`config.mk`:
```
export PLATFORM = sky130hd
export DESIGN_NAME = uart_frame_deframer_flat
export DESIGN_NICKNAME = d
export VERILOG_FILES = /design/src/rtl/ufd_pkg.sv /design/src/rtl/ufd_if.sv /design/src/rtl/ufd_ctrl.sv /design/src/rtl/ufd_dp.sv /design/src/rtl/uart_frame_deframer.sv /design/src/flat_wrapper.sv
export SDC_FILE = /design/constraint.sdc
export NUM_CORES = 1
export LEC_CHECK = 0
export ABC_AREA = 1
export CORE_ASPECT_RATIO = 1.2
export CORE_MARGIN = 2
export CORE_UTILIZATION = 30
export CTS_BUF_LIST = sky130_fd_sc_hd__clkbuf_4
export DETAILED_ROUTE_END_ITERATION = 8
export DONT_BUFFER_PORTS = 1
export GPL_TIMING_DRIVEN = 1
export PLACE_DENSITY_LB_ADDON = 0.25
export REMOVE_ABC_BUFFERS = 1
export SYNTH_ARGS = -nofsm -noshare
export SYNTH_HDL_FRONTEND = slang
export SYNTH_SLANG_ARGS = --single-unit
```
`constraint.sdc`:
```
create_clock -name i_clk -period 4.8 [get_ports i_clk]
set_clock_uncertainty 0.1 [all_clocks]
set_input_delay 0.96 -clock i_clk [delete_from_list [all_inputs] [get_ports i_clk]]
set_output_delay 0.96 -clock i_clk [all_outputs]
set_load 0.005 [all_outputs]
```
`src/rtl/ufd_pkg.sv`:
```
// ----------------------------------------------------------------------------
// ufd_pkg
// Shared constants and controller/datapath handshake types for the serial
// frame deframer.
// ----------------------------------------------------------------------------
package ufd_pkg;

    localparam logic [7:0] SOF_BYTE  = 8'hFE;
    localparam logic [7:0] CMD_RADIO = 8'h84;
    localparam logic [7:0] CMD_RESET = 8'h80;
    localparam logic [7:0] CMD_PONG  = 8'h81;
    localparam logic [7:0] RSSI_OFS  = 8'd73;

    typedef struct packed {
        logic take;
        logic len_ph;
        logic body_ph;
        logic chk_ph;
        logic put;
    } t_ufd_cmd;

    typedef struct packed {
        logic fire;
        logic sof;
        logic len_bad;
        logic body_done;
        logic chk_ok;
        logic drop_short;
        logic out_free;
        logic last;
    } t_ufd_stat;

endpackage

```
`src/rtl/ufd_if.sv`:
```
// ----------------------------------------------------------------------------
// ufd_if
// Valid/ready channels: received serial bytes in, replayed frame items out.
// ----------------------------------------------------------------------------
interface ufd_in_if;
    logic       valid;
    logic       ready;
    logic [7:0] rx_byte;

    modport source (output valid, output rx_byte, input ready);
    modport sink   (input valid, input rx_byte, output ready);
endinterface

interface ufd_out_if;
    logic              valid;
    logic              ready;
    logic              frame_kind;
    logic [7:0]        resp_code;
    logic              has_data;
    logic [7:0]        data_byte;
    logic [5:0]        byte_index;
    logic [5:0]        body_length;
    logic signed [7:0] rssi_dbm;
    logic [7:0]        link_quality;
    logic [15:0]       fw_version;
    logic              last;

    modport source (
        output valid, input ready,
        output frame_kind, output resp_code, output has_data, output data_byte,
        output byte_index, output body_length, output rssi_dbm,
        output link_quality, output fw_version, output last
    );
    modport sink (
        input valid, output ready,
        input frame_kind, input resp_code, input has_data, input data_byte,
        input byte_index, input body_length, input rssi_dbm,
        input link_quality, input fw_version, input last
    );
endinterface

```
`src/rtl/ufd_ctrl.sv`:
```
// ----------------------------------------------------------------------------
// ufd_ctrl
// Frame parse and replay sequencer: hunt, length, body, checksum, then a
// read/put loop over the stored bytes.
// ----------------------------------------------------------------------------
module ufd_ctrl import ufd_pkg::*; (
    input  logic      i_clk,
    input  logic      i_rst_n,
    input  t_ufd_stat i_stat,
    output t_ufd_cmd  o_cmd
);

    typedef enum logic [5:0] {
        ST_HUNT = 6'b000001,
        ST_LEN  = 6'b000010,
        ST_BODY = 6'b000100,
        ST_CHK  = 6'b001000,
        ST_READ = 6'b010000,
        ST_PUT  = 6'b100000
    } t_state;

    t_state r_state;
    t_state n_state;

    always_comb begin
        o_cmd.take    = (r_state == ST_HUNT) || (r_state == ST_LEN) ||
                        (r_state == ST_BODY) || (r_state == ST_CHK);
        o_cmd.len_ph  = (r_state == ST_LEN);
        o_cmd.body_ph = (r_state == ST_BODY);
        o_cmd.chk_ph  = (r_state == ST_CHK);
        o_cmd.put     = (r_state == ST_PUT) && i_stat.out_free;
    end

    always_comb begin
        n_state = r_state;
        case (r_state)
            ST_HUNT: begin
                if (i_stat.fire && i_stat.sof) n_state = ST_LEN;
            end
            ST_LEN: begin
                if (i_stat.fire) n_state = i_stat.len_bad ? ST_HUNT : ST_BODY;
            end
            ST_BODY: begin
                if (i_stat.fire && i_stat.body_done) n_state = ST_CHK;
            end
            ST_CHK: begin
                if (i_stat.fire) begin
                    n_state = (i_stat.chk_ok && !i_stat.drop_short) ? ST_READ : ST_HUNT;
                end
            end
            ST_READ: begin
                n_state = ST_PUT;
            end
            ST_PUT: begin
                if (o_cmd.put) n_state = i_stat.last ? ST_HUNT : ST_READ;
            end
            default: begin
                n_state = ST_HUNT;
            end
        endcase
    end

    always_ff @(posedge i_clk) begin
        if (!i_rst_n) begin
            r_state <= ST_HUNT;
        end else begin
            r_state <= n_state;
        end
    end

    a_last_ends_run: assert property (@(posedge i_clk) disable iff (!i_rst_n)
        (o_cmd.put && i_stat.last) |=> (r_state == ST_HUNT))
        else $error("replay did not end after last item");

    a_put_free: assert property (@(posedge i_clk) disable iff (!i_rst_n)
        o_cmd.put |-> i_stat.out_free)
        else $error("item put while output register busy");

    a_bad_chk_drop: assert property (@(posedge i_clk) disable iff (!i_rst_n)
        (r_state == ST_CHK && i_stat.fire && !i_stat.chk_ok) |=> (r_state == ST_HUNT))
        else $error("bad checksum frame not dropped");

endmodule

```
`src/rtl/ufd_dp.sv`:
```
// ----------------------------------------------------------------------------
// ufd_dp
// Deframer datapath: length and checksum tracking, frame store, frame
// header capture, version register and output register.
// ----------------------------------------------------------------------------
module ufd_dp import ufd_pkg::*; #(
    parameter int BUF_DEPTH = 64
) (
    input  logic       i_clk,
    input  logic       i_rst_n,
    ufd_in_if.sink     i_rx,
    ufd_out_if.source  o_res,
    input  t_ufd_cmd   i_cmd,
    output t_ufd_stat  o_stat
);

    localparam int         AW      = $clog2(BUF_DEPTH);
    localparam logic [7:0] DEPTH_B = 8'(BUF_DEPTH);

    logic [7:0]  r_mem [BUF_DEPTH];
    logic [7:0]  r_rd_data;

    logic [6:0]  r_len;
    logic [6:0]  r_cnt;
    logic [7:0]  r_chk;
    logic [15:0] r_ver;
    logic [7:0]  r_cmd;
    logic [7:0]  r_b1;
    logic [7:0]  r_b2;
    logic        r_kind;
    logic [5:0]  r_n;
    logic [5:0]  r_idx;
    logic [7:0]  r_rssi;
    logic [7:0]  r_lqi;

    logic        r_o_valid;
    logic        r_o_kind;
    logic [7:0]  r_o_code;
    logic        r_o_has;
    logic [7:0]  r_o_data;
    logic [5:0]  r_o_idx;
    logic [5:0]  r_o_blen;
    logic [7:0]  r_o_rssi;
    logic [7:0]  r_o_lqi;
    logic [15:0] r_o_ver;
    logic        r_o_last;

    logic        fire;
    logic [7:0]  rx_b;
    logic [6:0]  n_cnt;
    logic        is_radio;
    logic        len_short;
    logic        is_ver;
    logic [6:0]  n_body;
    logic [6:0]  rd_addr;
    logic        last_res;

    assign i_rx.ready = i_cmd.take;
    assign fire       = i_rx.valid && i_cmd.take;
    assign rx_b       = i_rx.rx_byte;

    always_comb begin
        n_cnt     = r_cnt + 7'd1;
        is_radio  = (r_cmd == CMD_RADIO);
        len_short = (r_len < 7'd3);
        is_ver    = ((r_cmd == CMD_RESET) || (r_cmd == CMD_PONG)) && !len_short;
        n_body    = is_radio ? (r_len - 7'd3) : (r_len - 7'd1);
        rd_addr   = (r_kind ? 7'd1 : 7'd3) + {1'b0, r_idx};
        last_res  = (r_n == 6'd0) || (r_idx == (r_n - 6'd1));
    end

    always_comb begin
        o_stat.fire       = fire;
        o_stat.sof        = (rx_b == SOF_BYTE);
        o_stat.len_bad    = (rx_b == 8'd0) || (rx_b > DEPTH_B);
        o_stat.body_done  = (n_cnt >= r_len);
        o_stat.chk_ok     = (rx_b == r_chk);
        o_stat.drop_short = is_radio && len_short;
        o_stat.out_free   = !r_o_valid || o_res.ready;
        o_stat.last       = last_res;
    end

    always_ff @(posedge i_clk) begin
        if (!i_rst_n) begin
            r_len     <= '0;
            r_cnt     <= '0;
            r_chk     <= '0;
            r_ver     <= '0;
            r_o_valid <= 1'b0;
        end else begin
            if (fire && i_cmd.len_ph) begin
                r_cnt <= '0;
                r_chk <= rx_b;
                r_len <= o_stat.len_bad ? 7'd0 : rx_b[6:0];
            end
            if (fire && i_cmd.body_ph) begin
                r_cnt <= n_cnt;
                r_chk <= r_chk ^ rx_b;
            end
            if (fire && i_cmd.chk_ph && o_stat.chk_ok && is_ver) begin
                r_ver <= {r_b1, r_b2};
            end
            if (i_cmd.put) begin
                r_o_valid <= 1'b1;
            end else if (o_res.ready) begin
                r_o_valid <= 1'b0;
            end
        end
    end

    always_ff @(posedge i_clk) begin
        r_rd_data <= r_mem[rd_addr[AW-1:0]];
        if (fire && i_cmd.body_ph) begin
            r_mem[r_cnt[AW-1:0]] <= rx_b;
            if (r_cnt == 7'd0) r_cmd <= rx_b;
            if (r_cnt == 7'd1) r_b1 <= rx_b;
            if (r_cnt == 7'd2) r_b2 <= rx_b;
        end
        if (fire && i_cmd.chk_ph) begin
            r_kind <= !is_radio;
            r_n    <= n_body[5:0];
            r_idx  <= '0;
            r_rssi <= is_radio ? (r_b1 - RSSI_OFS) : 8'd0;
            r_lqi  <= is_radio ? r_b2 : 8'd0;
        end
        if (i_cmd.put) begin
            r_o_kind <= r_kind;
            r_o_code <= r_cmd;
            r_o_has  <= (r_n != 6'd0);
            r_o_data <= (r_n != 6'd0) ? r_rd_data : 8'd0;
            r_o_idx  <= r_idx;
            r_o_blen <= r_n;
            r_o_rssi <= r_rssi;
            r_o_lqi  <= r_lqi;
            r_o_ver  <= r_ver;
            r_o_last <= last_res;
            if (!last_res) r_idx <= r_idx + 6'd1;
        end
    end

    assign o_res.valid        = r_o_valid;
    assign o_res.frame_kind   = r_o_kind;
    assign o_res.resp_code    = r_o_code;
    assign o_res.has_data     = r_o_has;
    assign o_res.data_byte    = r_o_data;
    assign o_res.byte_index   = r_o_idx;
    assign o_res.body_length  = r_o_blen;
    assign o_res.rssi_dbm     = r_o_rssi;
    assign o_res.link_quality = r_o_lqi;
    assign o_res.fw_version   = r_o_ver;
    assign o_res.last         = r_o_last;

    a_empty_marker: assert property (@(posedge i_clk) disable iff (!i_rst_n)
        (r_o_valid && !r_o_has) |-> (r_o_blen == 6'd0 && r_o_last && r_o_idx == 6'd0))
        else $error("empty body marker malformed");

    a_idx_range: assert property (@(posedge i_clk) disable iff (!i_rst_n)
        (r_o_valid && r_o_has) |-> (r_o_idx < r_o_blen))
        else $error("byte index beyond body length");

    a_last_pos: assert property (@(posedge i_clk) disable iff (!i_rst_n)
        (r_o_valid && r_o_has) |-> (r_o_last == (r_o_idx == (r_o_blen - 6'd1))))
        else $error("last flag on wrong item");

endmodule

```
`src/rtl/uart_frame_deframer.sv`:
```
// After the checksum byte is taken, the first item of a run passes a store read (READ), then an
// output register load (PUT). Throughput: one received byte per cycle while parsing; replay
// gives each item as a store read, then output register load, while the sink keeps up.
// Input is held off during replay; the last item may wait while the next frame parses.
// Reset (i_rst_n low, synchronous) returns to start-byte hunt and clears the checksum, byte
// counter, length, output valid and firmware version; the frame store is not cleared.
// ----------------------------------------------------------------------------
// uart_frame_deframer
// Start-byte/length/XOR-checksum frame parser that replays radio payloads
// and command responses one byte per item.
// ----------------------------------------------------------------------------
module uart_frame_deframer import ufd_pkg::*; #(
    parameter int BUF_DEPTH = 64
) (
    input  logic      i_clk,
    input  logic      i_rst_n,
    ufd_in_if.sink    i_rx,
    ufd_out_if.source o_res
);

    t_ufd_cmd  cmd;
    t_ufd_stat stat;

    ufd_ctrl u_ctrl (
        .i_clk   (i_clk),
        .i_rst_n (i_rst_n),
        .i_stat  (stat),
        .o_cmd   (cmd)
    );

    ufd_dp #(
        .BUF_DEPTH (BUF_DEPTH)
    ) u_dp (
        .i_clk   (i_clk),
        .i_rst_n (i_rst_n),
        .i_rx    (i_rx),
        .o_res   (o_res),
        .i_cmd   (cmd),
        .o_stat  (stat)
    );

endmodule
```
`src/flat_wrapper.sv`:
```
// flat-port wrapper written by rule: the top's interface ports become plain ports
module uart_frame_deframer_flat import ufd_pkg::*;
#(
    parameter int BUF_DEPTH = 64
)
  (i_clk, i_rst_n, i_rx_valid, i_rx_rx_byte, i_rx_ready, o_res_valid, o_res_ready, o_res_frame_kind, o_res_resp_code, o_res_has_data, o_res_data_byte, o_res_byte_index, o_res_body_length, o_res_rssi_dbm, o_res_link_quality, o_res_fw_version, o_res_last);
  ufd_in_if i_rx_i ();
  ufd_out_if o_res_i ();
  input  logic i_clk;
  input  logic i_rst_n;
  input wire logic [$bits(i_rx_i.valid)-1:0] i_rx_valid;
  input wire logic [$bits(i_rx_i.rx_byte)-1:0] i_rx_rx_byte;
  output wire logic [$bits(i_rx_i.ready)-1:0] i_rx_ready;
  output wire logic [$bits(o_res_i.valid)-1:0] o_res_valid;
  input wire logic [$bits(o_res_i.ready)-1:0] o_res_ready;
  output wire logic [$bits(o_res_i.frame_kind)-1:0] o_res_frame_kind;
  output wire logic [$bits(o_res_i.resp_code)-1:0] o_res_resp_code;
  output wire logic [$bits(o_res_i.has_data)-1:0] o_res_has_data;
  output wire logic [$bits(o_res_i.data_byte)-1:0] o_res_data_byte;
  output wire logic [$bits(o_res_i.byte_index)-1:0] o_res_byte_index;
  output wire logic [$bits(o_res_i.body_length)-1:0] o_res_body_length;
  output wire logic [$bits(o_res_i.rssi_dbm)-1:0] o_res_rssi_dbm;
  output wire logic [$bits(o_res_i.link_quality)-1:0] o_res_link_quality;
  output wire logic [$bits(o_res_i.fw_version)-1:0] o_res_fw_version;
  output wire logic [$bits(o_res_i.last)-1:0] o_res_last;
  assign i_rx_i.valid = i_rx_valid;
  assign i_rx_i.rx_byte = i_rx_rx_byte;
  assign i_rx_ready = i_rx_i.ready;
  assign o_res_valid = o_res_i.valid;
  assign o_res_i.ready = o_res_ready;
  assign o_res_frame_kind = o_res_i.frame_kind;
  assign o_res_resp_code = o_res_i.resp_code;
  assign o_res_has_data = o_res_i.has_data;
  assign o_res_data_byte = o_res_i.data_byte;
  assign o_res_byte_index = o_res_i.byte_index;
  assign o_res_body_length = o_res_i.body_length;
  assign o_res_rssi_dbm = o_res_i.rssi_dbm;
  assign o_res_link_quality = o_res_i.link_quality;
  assign o_res_fw_version = o_res_i.fw_version;
  assign o_res_last = o_res_i.last;
  uart_frame_deframer #(.BUF_DEPTH(BUF_DEPTH)) u_core (.i_clk(i_clk), .i_rst_n(i_rst_n), .i_rx(i_rx_i), .o_res(o_res_i));
endmodule
```
==> flow_metrics.tcl, run 1 <==
set metrics [dict create \
    outcome "finished, final reports clean" \
    clk_latency_ps 1030 \
    fmax_mhz 266 \
    wire_per_inst_um 20.6 \
    synthFlopType "edfxtp_1" \
    cts_buffer_depth 3 \
    cp-start-kind "flop" \
    start_util_pct 30.1 \
    finalNonFillerCells 3720 \
    cts_tree "done" \
    synthToLayoutAreaGrowth_pct 13.2 \
    power.density_nw_per_um2 427 \
    cts.sinks 681 \
    crit_slowest_cell "fa_4" \
    critPathCaptureType "flop" \
    required_ps 5660 \
    cts_hold_buf 16 \
    io_pins 77 \
    yosys_warnings 0 \
    post-route-period-util_pct 78.3 \
    whs_ps 139 \
    post_cts_buffers 0 \
    yosysUniqueCellTypes 46 \
    portBuffers 0 \
    drcViolationCount 0 \
    hold_viol_final 0 \
    worst-endpoint-arrival_ps 4620 \
    cts_buffers 173 \
    synth.avg_cell_area_sq_um 12.3 \
    cp_common_cell "nand3_1" \
    synth-seq-cells 681 \
    syn_area_sq_um 27700 \
    grt_pass1_vias 18100 \
    cts-resized-gates 0 \
    die_x_um 281 \
    rsz0062_at_grt "no" \
    cp_slowest_stage_delay_ps 760 \
    cts-root-buf "clkbuf_4" \
    track_usage_pct 16.2 \
    drive_gt1_share_pct 13.8 \
    core_sq_um 91700 \
    wl_um 76600 \
    path_class "flop to flop" \
    synth_seq_area_share_pct 71.8 \
    final_cell_mix "622 x edfxtp_1, 470 x nor2_1, 280 x o21ai_0" \
    final_core_util_pct 34.1 \
    grt_pass1_wl_um 114000 \
    antenna_found_initial 2 \
    hpwlAfterDp_um 42000 \
    layout_commonest_cell "edfxtp_1" \
    grt_overflow 0 \
    relSlewSlack_pct 19.1 \
    slew_viol_final 0 \
    num_vias 18100 \
    drtIter0Drc 1645 \
    fin_nets 2370 \
    hold_path_class "input pin to flop" \
    antenna_left 0 \
    row_count 122 \
    post-place-cells 3389 \
    max_cap_viol_count 0 \
    p_leak_uw 0.0105 \
    ir_worst_vdd_v 0.000266 \
    async_flop_share_pct 0 \
    tightest_slew_ps 1210 \
    setup_viol 0 \
    synth_cells 2257 \
    place_congestion 0.817 \
    clk_pin_slew_ps 80 \
    htree_levels 4 \
    viasPerCell 4.86 \
    grt_start_max_net_pins 243 \
    drt_pass1_iterations 5 \
    cp_cell_sequence "inv_6, fa_4, inv_1, buf_4, o21ai_0, o22ai_1, o211ai_1, nand3_1, nand3_1, nand2_1" \
    die_area_sq_um 94600 \
    min_period_ps 3760 \
    critPathMaxFanout 69 \
    die_h_um 337 \
    synth-edff-count 622 \
]
==> per-stage QoR <==
| step | cell area (sq um) | TNS, ps | setup WS, ps | power [uW] |
|---|---|---|---|---|
| floorplan | 27000 | -78210 | -9000 | 7720 |
| global placement | 28800 | 0 | 1020 | 8420 |
| detailed placement | 28800 | 0 | 983 | 8420 |
| CTS | 31300 | 0 | 994 | 13500 |
| global route | 31300 | 0 | 798 | 13900 |
| finish | 31300 | 0 | 1040 | 13400 |
==> cell usage after synthesis, types with 3 or more instances <==
| library cell | instances | area, sq um |
|---|---|---|
| a21oi_1 | 41 | 205 |
| buf_1 | 7 | 26.3 |
| buf_2 | 40 | 200 |
| buf_4 | 14 | 105 |
| buf_6 | 6 | 67.6 |
| clkbuf_1 | 55 | 206 |
| dfxtp_1 | 59 | 1180 |
| edfxtp_1 | 622 | 18700 |
| ha_1 | 16 | 200 |
| inv_1 | 95 | 357 |
| inv_2 | 8 | 30.0 |
| nand2_1 | 178 | 668 |
| nand2_2 | 3 | 18.8 |
| nand3_1 | 128 | 641 |
| nand3_2 | 11 | 110 |
| nand4_1 | 4 | 25.0 |
| nor2_1 | 470 | 1760 |
| nor2_2 | 4 | 25.0 |
| nor2_4 | 5 | 56.3 |
| nor3_1 | 4 | 20.0 |
| nor3b_1 | 3 | 22.5 |
| o211ai_1 | 95 | 713 |
| o21ai_0 | 280 | 1400 |
| o21ai_1 | 16 | 80.1 |
| o221ai_1 | 32 | 280 |
| o22ai_1 | 10 | 62.6 |
| or2_1 | 4 | 25.0 |
| or2_2 | 3 | 18.8 |
| xnor2_1 | 9 | 78.8 |
| xor2_1 | 14 | 123 |
==> power by group <==
group / total [uW] / switching (uW) / internal [uW]
clock network: 4940 / 2370 / 2570
registers: 6640 / 103 / 6540
logic: 1770 / 1260 / 505
total: 13400 / 3730 / 9620
==> kinds of logic (layout without fill, tap and decap cells) <==
kind of cell,after synthesis,after routing,share of synthesized area [%]
DFF,681,681,71.8
xor gates and xnor gates,27,27,1.00
AOI/OAI and AO/OA,479,479,10.1
buffers and inverters,226,447,3.60
and+or+nand+nor,826,826,12.6
adders and majority gates,18,18,0.869
other,0,2,0
==> final timing paths <==
path | start | to | slack (ps) | depth (start not counted)
min reg2reg | u_core.u_dp.r_lqi[5] | u_core.u_dp.o_res.link_quality[5] | 310 | 0
min | i_rx_rx_byte[6] | u_core.u_ctrl.r_state[3] | 140 | 4
max | u_core.u_dp.r_idx[0] | u_core.u_dp.r_rd_data[5] | 1040 | 10
max reg2reg | u_core.u_dp.r_idx[0] | u_core.u_dp.r_rd_data[5] | 1040 | 10
==> state kept, by name, summed over array words and instances, names as in the netlist, 7 cells and up <==
| name | count |
|---|---|
| u_core.u_dp.r_b1 | 8 |
| u_core.u_dp.r_mem | 512 |
| u_core.u_dp.o_res.rssi_dbm | 8 |
| u_core.u_dp.r_rd_data | 8 |
| u_core.u_dp.o_res.resp_code | 8 |
| u_core.u_dp.r_rssi | 8 |
| u_core.u_dp.r_len | 7 |
| u_core.u_dp.o_res.link_quality | 8 |
| u_core.u_dp.r_cnt | 7 |
| u_core.u_dp.r_b2 | 8 |
| u_core.u_dp.r_cmd | 8 |
| u_core.u_dp.o_res.fw_version | 16 |
| u_core.u_dp.r_chk | 8 |
| u_core.u_dp.o_res.data_byte | 8 |
| u_core.u_dp.r_lqi | 8 |
| u_core.u_dp.r_ver | 16 |
==> critical path: cells and delay by family (launching register included) <==
family                     cells  cell delay [ps]
AOI/OAI and AO/OA              3              470
adders and majority gates      1              760
buffers and inverters          3             1410
DFF                            1              440
and+or+nand+nor                3              500
==> final cells by class <==
type,count,area (sq um)
fillers,9055,60400
flip-flops and latches,681,19900
multi-input cells,1350,6810
clock buffers,258,1940
well taps,1240,1550
repair buffers,30,430
inverters,104,397
clock inverters,55,302
diodes,2,5.00
==> per-layer routing <==
metal / share of wire (%) / track usage [%] / wire length (um)
met5: 0 / 0 / 0
met1: 41 / 19.7 / 31300
met4: 3.2 / 6.85 / 2450
met3: 5.9 / 3.52 / 4540
met2: 50 / 27.8 / 38300
No activity file was read; power rests on OpenSTA's default activity.
==> run 2, diff against run 1 <==
- clock period: 4.8 -> 3.05 ns (I/O delays scaled with it)
==> run 2 against run 1 <==
Against the previous run:
- first-iteration DRC count shrank 18%
- non-clock buffer count grew 121
- via count grew 1.8%
- fmax grew 27%
- sequential share of layout area shrank 2.1 points
- sequential cell count is the same
- highest routed layer unchanged
- clock-buffer cell count shrank 25
- total power grew 59%
- combinational power grew 76%
- critical path type unchanged
==> flow_metrics.tcl, run 2 (synthesis results as in run 1) <==
set metrics [dict create \
    outcome "finished, final reports clean" \
    required_ps 3850 \
    cts-root-buf "clkbuf_4" \
    rsz0062_at_grt "yes" \
    crit_family "adder cells" \
    place_congestion 0.820 \
    setup_viol 0 \
    max_cap_viol_count 0 \
    placed_area_sq_um 29700 \
    power.density_nw_per_um2 656 \
    relSlewSlack_pct 26.4 \
    start_util_pct 30.1 \
    whs_ps 307 \
    critPathBufInv 3 \
    wl_um 76300 \
    die_x_um 281 \
    fin_nets 2486 \
    row_count 122 \
    cts_buffers 168 \
    cts_tree "done" \
    fmax_mhz 337 \
    worst-endpoint-arrival_ps 3770 \
    die_h_um 337 \
    p_leak_uw 0.0111 \
    die_area_sq_um 94600 \
    totalPowerFinal_uw 21200 \
    tightest_slew_ps 1100 \
    hpwlAfterDp_um 44200 \
    critPathCaptureType "flop" \
    htree_levels 4 \
    hold_viol_final 0 \
    wire_per_inst_um 19.9 \
    grt_overflow 0 \
    antenna_left 0 \
    cts_buffer_depth 3 \
    cp_slowest_stage_delay_ps 940 \
    min_period_ps 2970 \
    grt_pass1_vias 18500 \
    drt_pass1_iterations 9 \
    portBuffers 0 \
    final_core_util_pct 35.3 \
    post-route-period-util_pct 97.3 \
    final_cell_mix "622 x edfxtp_1, 469 x nor2_1, 280 x o21ai_0" \
    antenna_found_initial 4 \
    drive_gt1_share_pct 17.6 \
    clk_latency_ps 1010 \
    layout_commonest_cell "edfxtp_1" \
    reg2reg_setup_slack_ps 80 \
    core_sq_um 91700 \
    num_vias 18400 \
    hold_path_class "flop to flop" \
    grt_start_max_net_pins 179 \
    slew_viol_final 0 \
    cts.sinks 681 \
    viasPerCell 4.80 \
    crit_slowest_cell "fa_4" \
    fill_cells 9031 \
    io_pins 77 \
    cp_cell_sequence "fa_4, buf_6, inv_1, buf_12, o21ai_0, o22ai_1, o211ai_1, nand3_1, nand3_2, nand2_1" \
    synthToLayoutAreaGrowth_pct 17.1 \
    track_usage_pct 16.2 \
    drcViolationCount 0 \
    path_class "flop to flop" \
    design_area_sq_um 32400 \
    largest_reg_flops 512 \
    ir_worst_vdd_v 0.000299 \
    clk_pin_slew_ps 70 \
    grt_pass1_wl_um 115000 \
    drtIter0Drc 1345 \
    cp-start-kind "flop" \
    critPathMaxFanout 27 \
]
run 2: cell count changes in the layout (fill, tap and decap cells not counted), moves of 6 or more:
cell and change:
clkbuf_4 -25, clkinv_1 +6, buf_4 +103, clkinv_2 +8, buf_12 +7
run 2: repair_timing:
action	CTS	global route
endpoints found under the setup margin	2	11
endpoints found under the hold margin	590	0
hold buffers	21	0
cloned	0	2
gates resized for setup	2	14
pin swaps	2	4
setup buffers	0	2
run 2: per-layer routing:
| layer | GRT usage [%] | vias up | share of wire (%) |
|---|---|---|---|
| li1 | - | 8638 | - |
| met5 | 0 | - | 0 |
| met3 | 3.75 | 135 | 5.4 |
| met2 | 27.4 | 548 | 49 |
| met1 | 20.2 | 9080 | 43 |
| met4 | 5.72 | 0 | 2.5 |
run 2: stage by stage:
stage / TNS, ps / setup slack [ps] / cells
final: 0 / 82.3 / 3834
after CTS: 0 / 19.2 / 3827
after global placement: -17.6 / -17.6 / 3501
after global routing: -42.6 / -42.6 / 3834
after floorplan: -109710 / -10750 / 2135
after detailed placement: -52.3 / -52.3 / 3501
run 2: layout make-up:
type	instances	area (sq um)	area share (%)
clock buffers	233	1750	5.40
diodes	3	7.51	0.0232
multi-input cells	1350	6860	21.2
clock inverters	72	430	1.33
repair buffers	151	1510	4.65
flip-flops and latches	681	19900	61.4
inverters	104	397	1.23
well taps	1240	1550	4.79
run 2: worst register-to-register path, cell delays in order (launching register included):
cell	delay (ps)
edfxtp_1	450
fa_4	940
buf_6	170
inv_1	90
buf_12	180
o21ai_0	120
o22ai_1	110
o211ai_1	300
nand3_1	220
nand3_2	140
nand2_1	60
run 2: where the power goes:
| part | switching (uW) | total, uW | internal [uW] |
|---|---|---|---|
| logic | 2170 | 3120 | 958 |
| registers | 139 | 10400 | 10300 |
| clock network | 3750 | 7660 | 3910 |
run 2: worst paths after layout:
check	end	from	depth (start not counted)
hold / removal	u_core.u_dp.o_res.rssi_dbm[7]	u_core.u_dp.r_rssi[7]	0
setup reg to reg	u_core.u_dp.r_rd_data[2]	u_core.u_dp.r_kind	10
setup / recovery	u_core.u_dp.r_rd_data[2]	u_core.u_dp.r_kind	10
hold reg to reg	u_core.u_dp.o_res.rssi_dbm[7]	u_core.u_dp.r_rssi[7]	0
